File: config.mk
export PLATFORM = sky130hd
export DESIGN_NAME = crsf_frame_builder_crc8
export DESIGN_NICKNAME = d
export VERILOG_FILES = /design/src/rtl/core/crsf_pkg.sv /design/src/rtl/core/crsf_frame_builder_crc8.sv /design/src/rtl/core/crsf_front.sv /design/src/rtl/core/crsf_queue.sv /design/src/rtl/core/crsf_back.sv
export SDC_FILE = /design/constraint.sdc
export NUM_CORES = 1
export LEC_CHECK = 0
export BUFFER_PORTS_ARGS = -buffer_cell sky130_fd_sc_hd__buf_2
export CORE_MARGIN = 5
export CORE_UTILIZATION = 55
export CTS_BUF_LIST = sky130_fd_sc_hd__clkbuf_4 sky130_fd_sc_hd__clkbuf_8
export CTS_CLUSTER_DIAMETER = 150
export DETAILED_ROUTE_END_ITERATION = 10
export PLACE_DENSITY = 0.72
export SYNTH_ARGS = -nofsm -noshare
export SYNTH_HDL_FRONTEND = slang
export SYNTH_SLANG_ARGS = --single-unit
File: constraint.sdc
create_clock -name clk -period 4.95 [get_ports clk]
set_input_delay 0.2475 -clock clk [delete_from_list [all_inputs] [get_ports clk]]
set_output_delay 0.2475 -clock clk [all_outputs]
set_load 0.01 [all_outputs]
File: src/rtl/core/crsf_pkg.sv
// Shared types and constants of the serial link frame builder.
package crsf_pkg;

	// Input item kinds.
	localparam logic KIND_START = 1'b0;
	localparam logic KIND_DATA  = 1'b1;

	// Configuration register indexes.
	localparam int unsigned CFG_INDEX_W = 1;
	localparam logic [CFG_INDEX_W-1:0] CFG_SYNC_BYTE = 1'd0;
	localparam logic [CFG_INDEX_W-1:0] CFG_CRC_POLY  = 1'd1;

	// Register reset values.
	localparam logic [7:0] SYNC_BYTE_RESET = 8'd200;
	localparam logic [7:0] CRC_POLY_RESET  = 8'hD5;

	// Default depth of the command queue between front and back.
	localparam int unsigned CRSF_QUEUE_DEPTH = 4;

	// One classified command, as passed from the front to the back.
	typedef struct packed {
		logic       is_start;
		logic       last;
		logic       ext;
		logic [7:0] plen;
		logic [7:0] ftype;
		logic [7:0] dst;
		logic [7:0] src;
		logic [7:0] dbyte;
	} cmd_t;

endpackage

File: src/rtl/core/crsf_frame_builder_crc8.sv
// Top level of the serial link frame builder with CRC-8 trailer.
//
//   Channel   Direction  Handshake             Payload
//   input     in         in_valid / in_stall   kind, payload_len, frame_type, extended,
//                                              dest_addr, src_addr, data_byte
//   output    out        out_valid / out_stall out_byte, run_last, frame_end
//   config    in         cfg_valid / cfg_ready cfg_index, cfg_data
//
// The back-end sequencer issues output bytes one at a time, which is what sets the rate:
// a payload item yields its byte, followed by the CRC when it carries the last byte;
// a start item yields sync, length and type bytes, then optional dest and src and an
// optional CRC for an empty frame. The input side accepts one item per cycle while the
// command queue has room, so a start is absorbed whilst earlier bytes are still going out.
// Reset (arst_n low) empties the queue, closes any frame and loads the register defaults.
// An output stall holds the registered byte; the queue fills behind it and then stalls input.
module crsf_frame_builder_crc8
	import crsf_pkg::*;
#(
	parameter int unsigned QUEUE_DEPTH = CRSF_QUEUE_DEPTH
) (
	input  logic                   clk,
	input  logic                   arst_n,
	// Input item channel.
	input  logic                   in_valid,
	output logic                   in_stall,
	input  logic                   kind,
	input  logic [7:0]             payload_len,
	input  logic [7:0]             frame_type,
	input  logic                   extended,
	input  logic [7:0]             dest_addr,
	input  logic [7:0]             src_addr,
	input  logic [7:0]             data_byte,
	// Output byte channel.
	output logic                   out_valid,
	input  logic                   out_stall,
	output logic [7:0]             out_byte,
	output logic                   run_last,
	output logic                   frame_end,
	// Configuration write channel.
	input  logic                   cfg_valid,
	output logic                   cfg_ready,
	input  logic [CFG_INDEX_W-1:0] cfg_index,
	input  logic [7:0]             cfg_data
);

	logic [7:0] sync_byte_q;
	logic [7:0] crc_poly_q;

	logic q_full;
	logic q_push;
	cmd_t q_cmd;
	logic q_pop;
	logic head_valid;
	cmd_t head_cmd;

	// Register writes are always taken; software must write only whilst the block is idle.
	assign cfg_ready = 1'b1;

	always_ff @(posedge clk or negedge arst_n) begin
		if (!arst_n) begin
			sync_byte_q <= SYNC_BYTE_RESET;
			crc_poly_q  <= CRC_POLY_RESET;
		end else if (cfg_valid && cfg_ready) begin
			unique case (cfg_index)
				CFG_SYNC_BYTE: sync_byte_q <= cfg_data;
				CFG_CRC_POLY:  crc_poly_q  <= cfg_data;
				default: ;
			endcase
		end
	end

	// The front end keeps the frame bookkeeping, so it can drop stray payload bytes and
	// mark the final payload byte of each frame before the command is queued.
	crsf_front u_front (
		.clk         (clk),
		.arst_n      (arst_n),
		.in_valid    (in_valid),
		.in_stall    (in_stall),
		.kind        (kind),
		.payload_len (payload_len),
		.frame_type  (frame_type),
		.extended    (extended),
		.dest_addr   (dest_addr),
		.src_addr    (src_addr),
		.data_byte   (data_byte),
		.q_full      (q_full),
		.q_push      (q_push),
		.q_cmd       (q_cmd)
	);

	crsf_queue #(
		.DEPTH (QUEUE_DEPTH)
	) u_queue (
		.clk        (clk),
		.arst_n     (arst_n),
		.push       (q_push),
		.push_cmd   (q_cmd),
		.full       (q_full),
		.pop        (q_pop),
		.head_valid (head_valid),
		.head_cmd   (head_cmd)
	);

	// The back end turns each command into bytes, one per cycle unless stalled, and owns the CRC.
	crsf_back u_back (
		.clk        (clk),
		.arst_n     (arst_n),
		.sync_byte  (sync_byte_q),
		.crc_poly   (crc_poly_q),
		.head_valid (head_valid),
		.head_cmd   (head_cmd),
		.pop        (q_pop),
		.out_valid  (out_valid),
		.out_stall  (out_stall),
		.out_byte   (out_byte),
		.run_last   (run_last),
		.frame_end  (frame_end)
	);

endmodule

File: src/rtl/core/crsf_front.sv
// Front end: accepts input items, tracks the open frame and classifies each item.
module crsf_front
	import crsf_pkg::*;
(
	input  logic       clk,
	input  logic       arst_n,
	input  logic       in_valid,
	output logic       in_stall,
	input  logic       kind,
	input  logic [7:0] payload_len,
	input  logic [7:0] frame_type,
	input  logic       extended,
	input  logic [7:0] dest_addr,
	input  logic [7:0] src_addr,
	input  logic [7:0] data_byte,
	input  logic       q_full,
	output logic       q_push,
	output cmd_t       q_cmd
);

	logic       open_q;
	logic [7:0] left_q;
	logic       accept;

	assign in_stall = q_full;
	assign accept   = in_valid && !q_full;

	// Payload bytes that arrive with no frame open are dropped here.
	assign q_push = accept && ((kind == KIND_START) || open_q);

	always_comb begin
		q_cmd.is_start = (kind == KIND_START);
		q_cmd.last     = (left_q == 8'd1);
		q_cmd.ext      = extended;
		q_cmd.plen     = payload_len;
		q_cmd.ftype    = frame_type;
		q_cmd.dst      = dest_addr;
		q_cmd.src      = src_addr;
		q_cmd.dbyte    = data_byte;
	end

	always_ff @(posedge clk or negedge arst_n) begin
		if (!arst_n) begin
			open_q <= 1'b0;
			left_q <= 8'd0;
		end else if (accept) begin
			if (kind == KIND_START) begin
				open_q <= (payload_len != 8'd0);
				left_q <= payload_len;
			end else if (open_q) begin
				left_q <= left_q - 8'd1;
				if (left_q == 8'd1) begin
					open_q <= 1'b0;
				end
			end
		end
	end

endmodule

File: src/rtl/core/crsf_queue.sv
// Short command queue that decouples the front end from the byte sequencer.
module crsf_queue
	import crsf_pkg::*;
#(
	parameter int unsigned DEPTH = CRSF_QUEUE_DEPTH
) (
	input  logic clk,
	input  logic arst_n,
	input  logic push,
	input  cmd_t push_cmd,
	output logic full,
	input  logic pop,
	output logic head_valid,
	output cmd_t head_cmd
);

	localparam int unsigned AW = (DEPTH > 1) ? $clog2(DEPTH) : 1;
	localparam int unsigned CW = $clog2(DEPTH + 1);
	localparam logic [AW-1:0] LAST_PTR = AW'(DEPTH - 1);

	cmd_t          entries_q [DEPTH];
	logic [AW-1:0] wr_ptr_q;
	logic [AW-1:0] rd_ptr_q;
	logic [CW-1:0] count_q;
	logic          do_push;
	logic          do_pop;

	assign full       = (count_q == CW'(DEPTH));
	assign head_valid = (count_q != '0);
	assign head_cmd   = entries_q[rd_ptr_q];
	assign do_push    = push && !full;
	assign do_pop     = pop && head_valid;

	always_ff @(posedge clk) begin
		if (do_push) begin
			entries_q[wr_ptr_q] <= push_cmd;
		end
	end

	always_ff @(posedge clk or negedge arst_n) begin
		if (!arst_n) begin
			wr_ptr_q <= '0;
			rd_ptr_q <= '0;
			count_q  <= '0;
		end else begin
			if (do_push) begin
				wr_ptr_q <= (wr_ptr_q == LAST_PTR) ? '0 : wr_ptr_q + AW'(1);
			end
			if (do_pop) begin
				rd_ptr_q <= (rd_ptr_q == LAST_PTR) ? '0 : rd_ptr_q + AW'(1);
			end
			if (do_push && !do_pop) begin
				count_q <= count_q + CW'(1);
			end else if (do_pop && !do_push) begin
				count_q <= count_q - CW'(1);
			end
		end
	end

endmodule

File: src/rtl/core/crsf_back.sv
// Back end: steps through the bytes of each command, folds the CRC and drives the output.
module crsf_back
	import crsf_pkg::*;
(
	input  logic       clk,
	input  logic       arst_n,
	input  logic [7:0] sync_byte,
	input  logic [7:0] crc_poly,
	input  logic       head_valid,
	input  cmd_t       head_cmd,
	output logic       pop,
	output logic       out_valid,
	input  logic       out_stall,
	output logic [7:0] out_byte,
	output logic       run_last,
	output logic       frame_end
);

	localparam logic [2:0] STEP_FIRST = 3'd0;
	localparam logic [2:0] STEP_LEN   = 3'd1;
	localparam logic [2:0] STEP_TYPE  = 3'd2;
	localparam logic [2:0] STEP_DST   = 3'd3;
	localparam logic [2:0] STEP_SRC   = 3'd4;
	localparam logic [2:0] STEP_CRC   = 3'd5;

	localparam logic [7:0] CRC_TOP_BIT = 8'h80;

	logic [2:0] step_q;
	logic [7:0] crc_q;
	logic       out_valid_q;
	logic [7:0] out_byte_q;
	logic       run_last_q;
	logic       frame_end_q;

	logic       load;
	logic [2:0] step_nxt;
	logic [7:0] crc_nxt;
	logic [7:0] byte_nxt;
	logic       done;
	logic       is_crc;

	// One CRC-8 byte fold, MSB first, eight shift steps.
	function automatic logic [7:0] crc_fold(input logic [7:0] crc, input logic [7:0] b,
		input logic [7:0] poly);
		logic [7:0] v;
		v = crc ^ b;
		for (int i = 0; i < 8; i++) begin
			if ((v & CRC_TOP_BIT) != 8'd0) begin
				v = (v << 1) ^ poly;
			end else begin
				v = v << 1;
			end
		end
		return v;
	endfunction

	assign load = head_valid && (!out_valid_q || !out_stall);
	assign pop  = load && done;

	always_comb begin
		step_nxt = STEP_FIRST;
		crc_nxt  = crc_q;
		byte_nxt = head_cmd.dbyte;
		done     = 1'b0;
		is_crc   = 1'b0;
		unique case (step_q)
			STEP_FIRST: begin
				if (head_cmd.is_start) begin
					byte_nxt = sync_byte;
					step_nxt = STEP_LEN;
				end else begin
					byte_nxt = head_cmd.dbyte;
					crc_nxt  = crc_fold(crc_q, head_cmd.dbyte, crc_poly);
					done     = !head_cmd.last;
					step_nxt = head_cmd.last ? STEP_CRC : STEP_FIRST;
				end
			end
			STEP_LEN: begin
				byte_nxt = head_cmd.plen + (head_cmd.ext ? 8'd4 : 8'd2);
				step_nxt = STEP_TYPE;
			end
			STEP_TYPE: begin
				byte_nxt = head_cmd.ftype;
				crc_nxt  = crc_fold(8'd0, head_cmd.ftype, crc_poly);
				if (head_cmd.ext) begin
					step_nxt = STEP_DST;
				end else if (head_cmd.plen == 8'd0) begin
					step_nxt = STEP_CRC;
				end else begin
					done = 1'b1;
				end
			end
			STEP_DST: begin
				byte_nxt = head_cmd.dst;
				crc_nxt  = crc_fold(crc_q, head_cmd.dst, crc_poly);
				step_nxt = STEP_SRC;
			end
			STEP_SRC: begin
				byte_nxt = head_cmd.src;
				crc_nxt  = crc_fold(crc_q, head_cmd.src, crc_poly);
				if (head_cmd.plen == 8'd0) begin
					step_nxt = STEP_CRC;
				end else begin
					done = 1'b1;
				end
			end
			STEP_CRC: begin
				byte_nxt = crc_q;
				crc_nxt  = 8'd0;
				is_crc   = 1'b1;
				done     = 1'b1;
			end
			default: begin
				done = 1'b1;
			end
		endcase
	end

	always_ff @(posedge clk or negedge arst_n) begin
		if (!arst_n) begin
			step_q      <= STEP_FIRST;
			crc_q       <= 8'd0;
			out_valid_q <= 1'b0;
		end else begin
			if (load) begin
				step_q      <= done ? STEP_FIRST : step_nxt;
				crc_q       <= crc_nxt;
				out_valid_q <= 1'b1;
			end else if (!out_stall) begin
				out_valid_q <= 1'b0;
			end
		end
	end

	always_ff @(posedge clk) begin
		if (load) begin
			out_byte_q  <= byte_nxt;
			run_last_q  <= done;
			frame_end_q <= is_crc;
		end
	end

	assign out_valid = out_valid_q;
	assign out_byte  = out_byte_q;
	assign run_last  = run_last_q;
	assign frame_end = frame_end_q;

	// A CRC byte always closes the run of results of its item.
	a_crc_is_last: assert property (@(posedge clk) disable iff (!arst_n)
		(out_valid_q && frame_end_q) |-> run_last_q)
		else $error("CRC byte delivered without run_last");

	// A command is never popped halfway: mid-sequence steps need a head.
	a_step_has_head: assert property (@(posedge clk) disable iff (!arst_n)
		(step_q != STEP_FIRST) |-> head_valid)
		else $error("sequencer mid-command with an empty queue");

	// Address steps only occur for extended start commands.
	a_addr_step_ext: assert property (@(posedge clk) disable iff (!arst_n)
		(step_q == STEP_DST || step_q == STEP_SRC) |-> (head_cmd.is_start && head_cmd.ext))
		else $error("address step on a command that is not an extended start");

	// The running CRC is cleared once the CRC byte has been issued.
	a_crc_cleared: assert property (@(posedge clk) disable iff (!arst_n)
		(load && step_q == STEP_CRC) |=> (crc_q == 8'd0))
		else $error("CRC accumulator not cleared after the CRC byte");

endmodule

==> results of run 1 <==
-- Yosys cell counts (all sizes together) (11+ instances only) --
master	count
inv	19
o21ai	72
mux2	29
o211ai	26
xnor3	13
xor2	39
a22oi	20
nor3	22
a21oi	69
o31ai	12
nor2	86
xnor2	144
a31oi	21
o22ai	13
and3	19
nand2	226
nand3	41
a211oi	13
a32oi	18
a211o	11
dfrtp	36
clkbuf	73
nand4	11
edfxtp	182
and2	14
mux2i	34
buf	42
mux4	44
-- final timing paths --
| kind | start | to | slack (ps) | cells past startpoint |
|---|---|---|---|---|
| max | u_queue.rd_ptr_q[0] | u_back.crc_q[5] | 50 | 16 |
| min | kind | u_front.left_q[3] | 70 | 2 |
| max reg2reg | u_queue.rd_ptr_q[0] | u_back.crc_q[5] | 50 | 16 |
| min reg2reg | u_queue.count_q[2] | u_queue.count_q[2] | 490 | 1 |
| max in group asynchronous | arst_n | u_queue.rd_ptr_q[0] | 4070 | 3 |
| min in group asynchronous | arst_n | u_front.left_q[3] | 380 | 3 |
-- state kept, by name (all words and copies together), names as in the netlist --
name / cells
u_front.open_q: 1
u_front.left_q: 8
u_back.out_byte: 8
u_queue.entries_q: 172
sync_byte_q: 8
u_queue.rd_ptr_q: 2
u_back.out_valid: 1
crc_poly_q: 8
u_back.crc_q: 8
u_back.frame_end: 1
u_back.run_last: 1
u_queue.count_q: 3
u_back.step_q: 3
u_queue.wr_ptr_q: 2
-- critical path: stages, from the launching register on --
cell and delay [ps]:
dfrtp_4 460, buf_6 150, mux4_2 580, xnor2_4 180
or3_4 370, a211oi_4 290, a22oi_2 140, and4_4 190
or2_1 220, a311o_1 450, or4_4 510, a41o_1 310
o31ai_2 290, nand3_1 110, xnor3_1 200, a31oi_1 220
o41a_1 180
-- stage by stage --
step | hold WS [ps] | worst slack, ps
after global placement | 367 | -62.3
after CTS | 1.54 | 24.4
after floorplan | -48.1 | 368
after global routing | 76.9 | -104
final | 70.5 | 52.0
after detailed placement | 367 | -79.8
-- final cells by class --
class | instances | area (µm²)
Sequential cell | 226 | 6580
Tap cell | 384 | 480
Inverter | 22 | 82.6
Multi-Input combinational cell | 1200 | 9420
Clock buffer | 46 | 602
Clock inverter | 15 | 188
Timing Repair Buffer | 291 | 2230
Fill cell | 2167 | 9280
-- cells by family (layout without fill, tap and decap cells) --
kind of cell | Yosys count | in the layout
buf+inv | 137 | 374
mux | 107 | 107
compound gates | 383 | 383
flops | 226 | 226
fa+ha+maj | 12 | 12
xor+xnor | 196 | 196
other cells | 1 | 1
simple gates | 500 | 501
-- what timing repair did --
item,in CTS,in global routing
buffers inserted,0,19
hold buffers,49,2
endpoints found under the setup margin,5,8
gates cloned,0,1
hold endpoints to repair,210,2
pin swaps,0,17
resized for setup,3,82
-- layer usage --
metal  vias up  share of wire, %
li1       6310                 -
met1      6760                40
met4         2               3.6
met2       775                48
met3       139               8.2
met5         -             0.025
==> flow_summary.toml, run 1 <==
[cts]
cts.sinks = 226
cts_made_buffers = 36
htreeDepth = 2
worstSkewPairLatency_ps = 540
cts_root_buffer = "clkbuf_8"
cts_tree = "done"
clkTransAtPathRegs_ps = 70
ctsLongestPathBuffers = 3

[routing]
drc = 0
first_pass_iters = 9
wirelength_um = 52400
routedWlPerCell_um = 24.0
antenna_left = 0
drt-vias-per-instance = 6.40
num_vias = 14000
drt_iter0_markers = 1558

[synthesis]
ys.flop_type = "edfxtp_1"
netlist_area_um2 = 16200
synth_seq_area_share_pct = 40.7
post_synth_num_cell_types = 108
synth_top_cell_by_area = "edfxtp_1"
synth-seq-cells = 226
muxShareOfSynthArea_pct = 10.7
synth_area_leaders = "edfxtp_1, xnor2_1, mux4_2"
syn_area_per_cell_um2 = 10.3
synthArstFlopShare_pct = 19.5
ys_warn_count = 0
synth_top_family_by_area = "compound AO/OA/AOI/OAI gates"
synth-simple-area-share_pct = 14.8
synth_nets = 1630
synth-edff-count = 182
synth_compound_area_share_pct = 17.0
postSynthCellCount = 1562
synthAdderAreaFrac_pct = 1.02
synth_xor_area_share_pct = 12.1
netlist.area_leader.share_pct = 33.8

[finish]
final_core_util_pct = 67.8
final_cell_mix = "nand2_1, edfxtp_1, buf_4"
final_common_cell = "nand2_1"
finalNetCount = 1845
fin_cells = 2184
final_area_um2 = 19600
drive_gt1_share_pct = 27.7
diodes = 0
area_delta_synth_final_pct = 21.1

[worst_setup_path]
critPathMaxFanout = 6
worst-setup-path-type = "flop to flop"
setup.worst_path.end_class = "flop"
crit_required_ps = 5430
cp-start-kind = "flop"
crit_arrival_ps = 5380

[place]
routabilityCongestion = 0.973
placed_area_um2 = 17700
dp_cells = 2052
io_buffers = 67
hpwl_um = 37000

[run_status]
status = "completed"

[floorplanning]
core-area_um2 = 28900
ios = 69
die_area_um2 = 32900
placementRows = 62
die_w_um = 181
start_util_pct = 56.0
die_y_um = 181

[min_path]
hp-class = "input port to flop"

[timing]
tightest_slew_ps = 1020
fmax_mhz = 204
period_share_pct = 98.9
min_period_ps = 4900
finalHoldViolCount = 0
finClkSkew_ps = 33.6
rsz0062_at_grt = "true"
setup-violations-final = 0
finalMaxSlewViolations = 0
slew_headroom_pct = 31.6
setup_tns_ps = 0

[grt]
grt_use_met2_pct = 50.8
grt_overflow_total = 0
busiest_layer = "met2"
antenna_found_initial = 1
grt_max_degree = 55
grt_pass1_wl_um = 79300
grt_use_met3_pct = 5.22
use_met1_pct = 40.8
grt_pass1_vias = 13500
grt_usage_pct = 30.5

[flow_run]
maxCapViolCount = 0
Power of run 1 is not shown: default switching activity piles up to over one toggle a cycle in this logic, so the estimate is an artifact.
==> run 2, diff against run 1 <==
- BUFFER_PORTS_ARGS: -buffer_cell sky130_fd_sc_hd__buf_2 -> -buffer_cell sky130_fd_sc_hd__buf_4
==> run 2 against run 1 <==
Net effect: register-to-register slack improved by 40 ps; global-route usage rose by 0.55 points; critical path depth rose by 3; worst setup slack improved by 44 ps; utilization rose by 0.59 points.
==> flow_summary.toml, run 2 (synthesis gave the netlist of run 1 again) <==
[run_status]
status = "completed"

[worst_setup_path]
critPathMaxFanout = 7
cp-start-kind = "flop"
crit_arrival_ps = 5270
crit_required_ps = 5370
worst-setup-path-type = "flop to flop"
setup.worst_path.end_class = "flop"

[timing]
min_period_ps = 4850
finClkSkew_ps = 42.1
setup-violations-final = 0
finalMaxSlewViolations = 0
setup_tns_ps = 0
rsz0062_at_grt = "true"
tightest_slew_ps = 1050
finalHoldViolCount = 0
fmax_mhz = 206
period_share_pct = 98.1
slew_headroom_pct = 30.1

[floorplanning]
die_area_um2 = 32900
placementRows = 62
die_y_um = 181
core-area_um2 = 28900
start_util_pct = 56.0
ios = 69
die_w_um = 181

[routing]
routedWlPerCell_um = 24.2
num_vias = 14100
drt_iter0_markers = 1576
antenna_left = 0
drt-vias-per-instance = 6.50
first_pass_iters = 6
drc = 0
wirelength_um = 52600

[finish]
final_area_um2 = 19700
finalNetCount = 1832
regMostFlops = "u_queue.entries_q"
fin_cells = 2176
largest_reg_flops = 172
final_core_util_pct = 68.4
area_delta_synth_final_pct = 22.2
drive_gt1_share_pct = 28.7
final_cell_mix = "nand2_1, buf_4, edfxtp_1"
diodes = 0
final_common_cell = "nand2_1"

[grt]
grt_use_met3_pct = 4.84
grt_usage_pct = 31.1
grt_use_met2_pct = 51.6
grt_pass1_vias = 13800
antenna_found_initial = 0
grt_max_degree = 65
grt_pass1_wl_um = 80900
grt_overflow_total = 0
busiest_layer = "met2"
use_met1_pct = 42.3

[cts]
htreeDepth = 2
worstSkewPairLatency_ps = 560
cts_root_buffer = "clkbuf_8"
cts_tree = "done"
clkTransAtPathRegs_ps = 60
cts_made_buffers = 36
cts.sinks = 226
ctsLongestPathBuffers = 3

[place]
routabilityCongestion = 1.02
dp_cells = 2040
io_buffers = 67
placed_area_um2 = 17800
hpwl_um = 35900

[flow_run]
maxCapViolCount = 0

[min_path]
hp-class = "input port to flop"
## run 2: changes by cell type in the layout (fill, tap and decap cells not counted), sizes merged
cell | before | now
clkinvlp | 0 | 2
buf | 239 | 226
dlygate4sd3 | 51 | 52
clkbuf | 47 | 54
clkinv | 12 | 10
bufinv | 4 | 1
## run 2: worst max-delay path, stage by stage (launching register included)
cell      delay, ps
dfrtp_4         530
buf_12          150
buf_4           120
mux4_2          570
xnor2_2         240
nand3_2         140
nor2b_2         220
a221o_1         290
o211ai_1        350
buf_4           180
a21oi_1          30
or3b_2          450
o211ai_1        180
o311ai_2        200
xnor2_2         300
buf_4           210
nand2_1          90
xnor2_2         190
a21oi_1         180
a31oi_1         100
## run 2: cell type report
cell class | instances | area [µm²]
inverter | 22 | 82.6
clock inverter | 12 | 105
multi-input combinational | 1200 | 9510
tap | 384 | 480
timing repair buffer | 278 | 2310
clock buffer | 54 | 674
sequential | 226 | 6580
fill | 2125 | 9110
## run 2: metrics by stage
step	setup WS [ps]	hold WS (ps)
4_1_cts	7.43	130
6_report	96.1	159
3_5_place_dp	-89.9	294
2_1_floorplan	368	-48.1
3_3_place_gp	28.3	289
5_1_grt	-86.9	187
## run 2: what timing repair did
action | CTS | global route
endpoints found under the setup margin | 6 | 8
hold endpoints to repair | 224 | 0
gates cloned | 0 | 1
gates resized for setup | 2 | 105
pin swaps | 0 | 35
setup buffers | 2 | 15
hold buffers | 52 | 0
## run 2: worst paths after layout
| kind | slack [ps] | to | cells past startpoint | startpoint |
|---|---|---|---|---|
| min | 160 | u_front.open_q | 4 | in_valid |
| max reg2reg | 100 | u_back.crc_q[6] | 19 | u_queue.rd_ptr_q[0] |
| max in group asynchronous | 4160 | u_queue.rd_ptr_q[0] | 2 | arst_n |
| min reg2reg | 500 | u_back.out_valid | 2 | u_back.out_valid |
| max | 100 | u_back.crc_q[6] | 19 | u_queue.rd_ptr_q[0] |
| min in group asynchronous | 250 | u_front.left_q[6] | 2 | arst_n |
## run 2: per-layer routing
metal	routed length, µm	vias up
li1	-	6278
met1	20600	6866
met2	25100	835
met3	4860	162
met4	2010	0
met5	0	-
Power of run 2 is left out for the same reason.
==> run 3, diff against run 2 <==
- CORE_ASPECT_RATIO: not set -> 0.7
- SKIP_CTS_REPAIR_TIMING: not set -> 1
==> run 3 against run 2 <==
Net effect: the run now ends with setup timing left; via count up 2.3%; design area rose by 0.65%; flip-flop and latch count unchanged; cell count grew 1.4%; die area is 0.16% higher; hold slack gained 1.8 ps; first-iteration DRC count up 30%; clock skew is 8.1 ps lower; utilization grew 0.22 points; critical path depth fell by 3; critical path type unchanged; highest routed layer is now met5.
==> flow_summary.toml, run 3 (synthesis gave the netlist of run 1 again) <==
[routing]
first_pass_iters = 6
wirelength_um = 53700
routedWlPerCell_um = 24.3
drc = 0
num_vias = 14500
drt-vias-per-instance = 6.56
drt_iter0_markers = 2041
antenna_left = 0

[floorplanning]
placementRows = 52
core-area_um2 = 29000
die_area_um2 = 33000
die_y_um = 153
die_w_um = 215
start_util_pct = 55.8
ios = 69

[place]
hpwl_um = 38800
io_buffers = 67
routabilityCongestion = 0.978

[timing]
setup_tns_ps = -21.8
tightest_slew_ps = 840
slew_headroom_pct = 43.4
setup-violations-final = 3
rsz0062_at_grt = "true"
finalMaxSlewViolations = 0
min_period_ps = 4960
finClkSkew_ps = 34.0
finalHoldViolCount = 0
period_share_pct = 100
setup_ws_ps = -12.4
fmax_mhz = 202

[finish]
diodes = 0
finalNetCount = 1872
final_core_util_pct = 68.6
drive_gt1_share_pct = 29.0
fillers = 2120
final_common_cell = "buf_4"
final_cell_mix = "buf_4, nand2_1, edfxtp_1"
multi_input_area_um2 = 9430
regArea_um2 = 6580
area_delta_synth_final_pct = 23.0
largest_reg_flops = 172
regMostFlops = "u_queue.entries_q"

[grt]
grt_overflow_total = 0
grt_pass1_wl_um = 78300
antenna_found_initial = 1
grt_max_degree = 45
grt_pass1_vias = 12900
grt_usage_pct = 30.4

[worst_setup_path]
cp_slowest_stage_delay_ps = 590
r2r_slack_ps = -10
crit_arrival_ps = 5450
cp_num_buf_inv = 1
cp-start-kind = "flop"
worst-setup-path-type = "flop to flop"
cp_top_family = "compound AO/OA/AOI/OAI gates"
setup.worst_path.end_class = "flop"
crit_required_ps = 5440
cp_slowest_cell = "mux4_2"
cp_cell_sequence = "buf_6, mux4_2, xnor2_4, a221o_1, a21oi_2, nand2_1, and4_1, or4_4, a211o_1, a211o_1, a311oi_2, nor2b_4, a211o_1, a21oi_1, a21oi_2, a31oi_2"
critPathMaxFanout = 7
crit_top_cell = "a211o_1"

[run_status]
failed_checks = "setup timing"
status = "finished with violations"

[cts]
clkTransAtPathRegs_ps = 80
cts_tree = "done"
htreeDepth = 1
cts_root_buffer = "clkbuf_8"
ctsLongestPathBuffers = 3
cts_made_buffers = 30
worstSkewPairLatency_ps = 590
cts.sinks = 226

[min_path]
hp-class = "input port to flop"

[flow_run]
maxCapViolCount = 0
run 3: cell type report:
class                      count  area share [%]
multi-input combinational   1199            47.4
sequential                   226            33.1
timing repair buffer         325            13.5
clock buffer                  41            2.52
tap                          378            2.38
clock inverter                15           0.642
inverter                      22           0.415
run 3: worst paths after layout:
| check | from | end | cells past startpoint |
|---|---|---|---|
| setup reg to reg | u_queue.rd_ptr_q[0] | u_back.crc_q[7] | 16 |
| min in group asynchronous | arst_n | u_back.crc_q[0] | 2 |
| setup / recovery | u_queue.rd_ptr_q[0] | u_back.crc_q[7] | 16 |
| hold / removal | in_valid | u_front.open_q | 4 |
| hold reg to reg | u_queue.count_q[2] | u_queue.count_q[2] | 1 |
| max in group asynchronous | arst_n | u_queue.rd_ptr_q[0] | 2 |
run 3: per-stage QoR:
step	cell area [µm²]	std cells	setup WS [ps]	hold slack, ps
global route	19900	2206	-168	173
finish	19900	2206	-12.4	161
global placement	18100	2084	-97.6	300
CTS	18800	2140	-150	-314
detailed placement	18100	2084	-125	296
floorplan	16200	1562	368	-48.1
run 3: layer usage:
layer / global-route usage (%) / up-vias / share of wire [%] / wire length (µm)
met2: 41.4 / 961 / 41 / 22200
met1: 48.0 / 7021 / 43 / 23200
met5: 0 / - / 0.024 / 13
li1: - / 6371 / - / -
met4: 5.98 / 2 / 2.3 / 1260
met3: 9.27 / 107 / 13 / 7110
run 3: worst reg2reg max path: stages, from the launching register on:
cell	delay, ps
dfrtp_4	500
buf_6	130
mux4_2	590
xnor2_4	240
a221o_1	390
a21oi_2	260
nand2_1	110
and4_1	220
or4_4	520
a211o_1	300
a211o_1	290
a311oi_2	340
nor2b_4	100
a211o_1	310
a21oi_1	190
a21oi_2	90
a31oi_2	290
Power of run 3 is left out for the same reason.
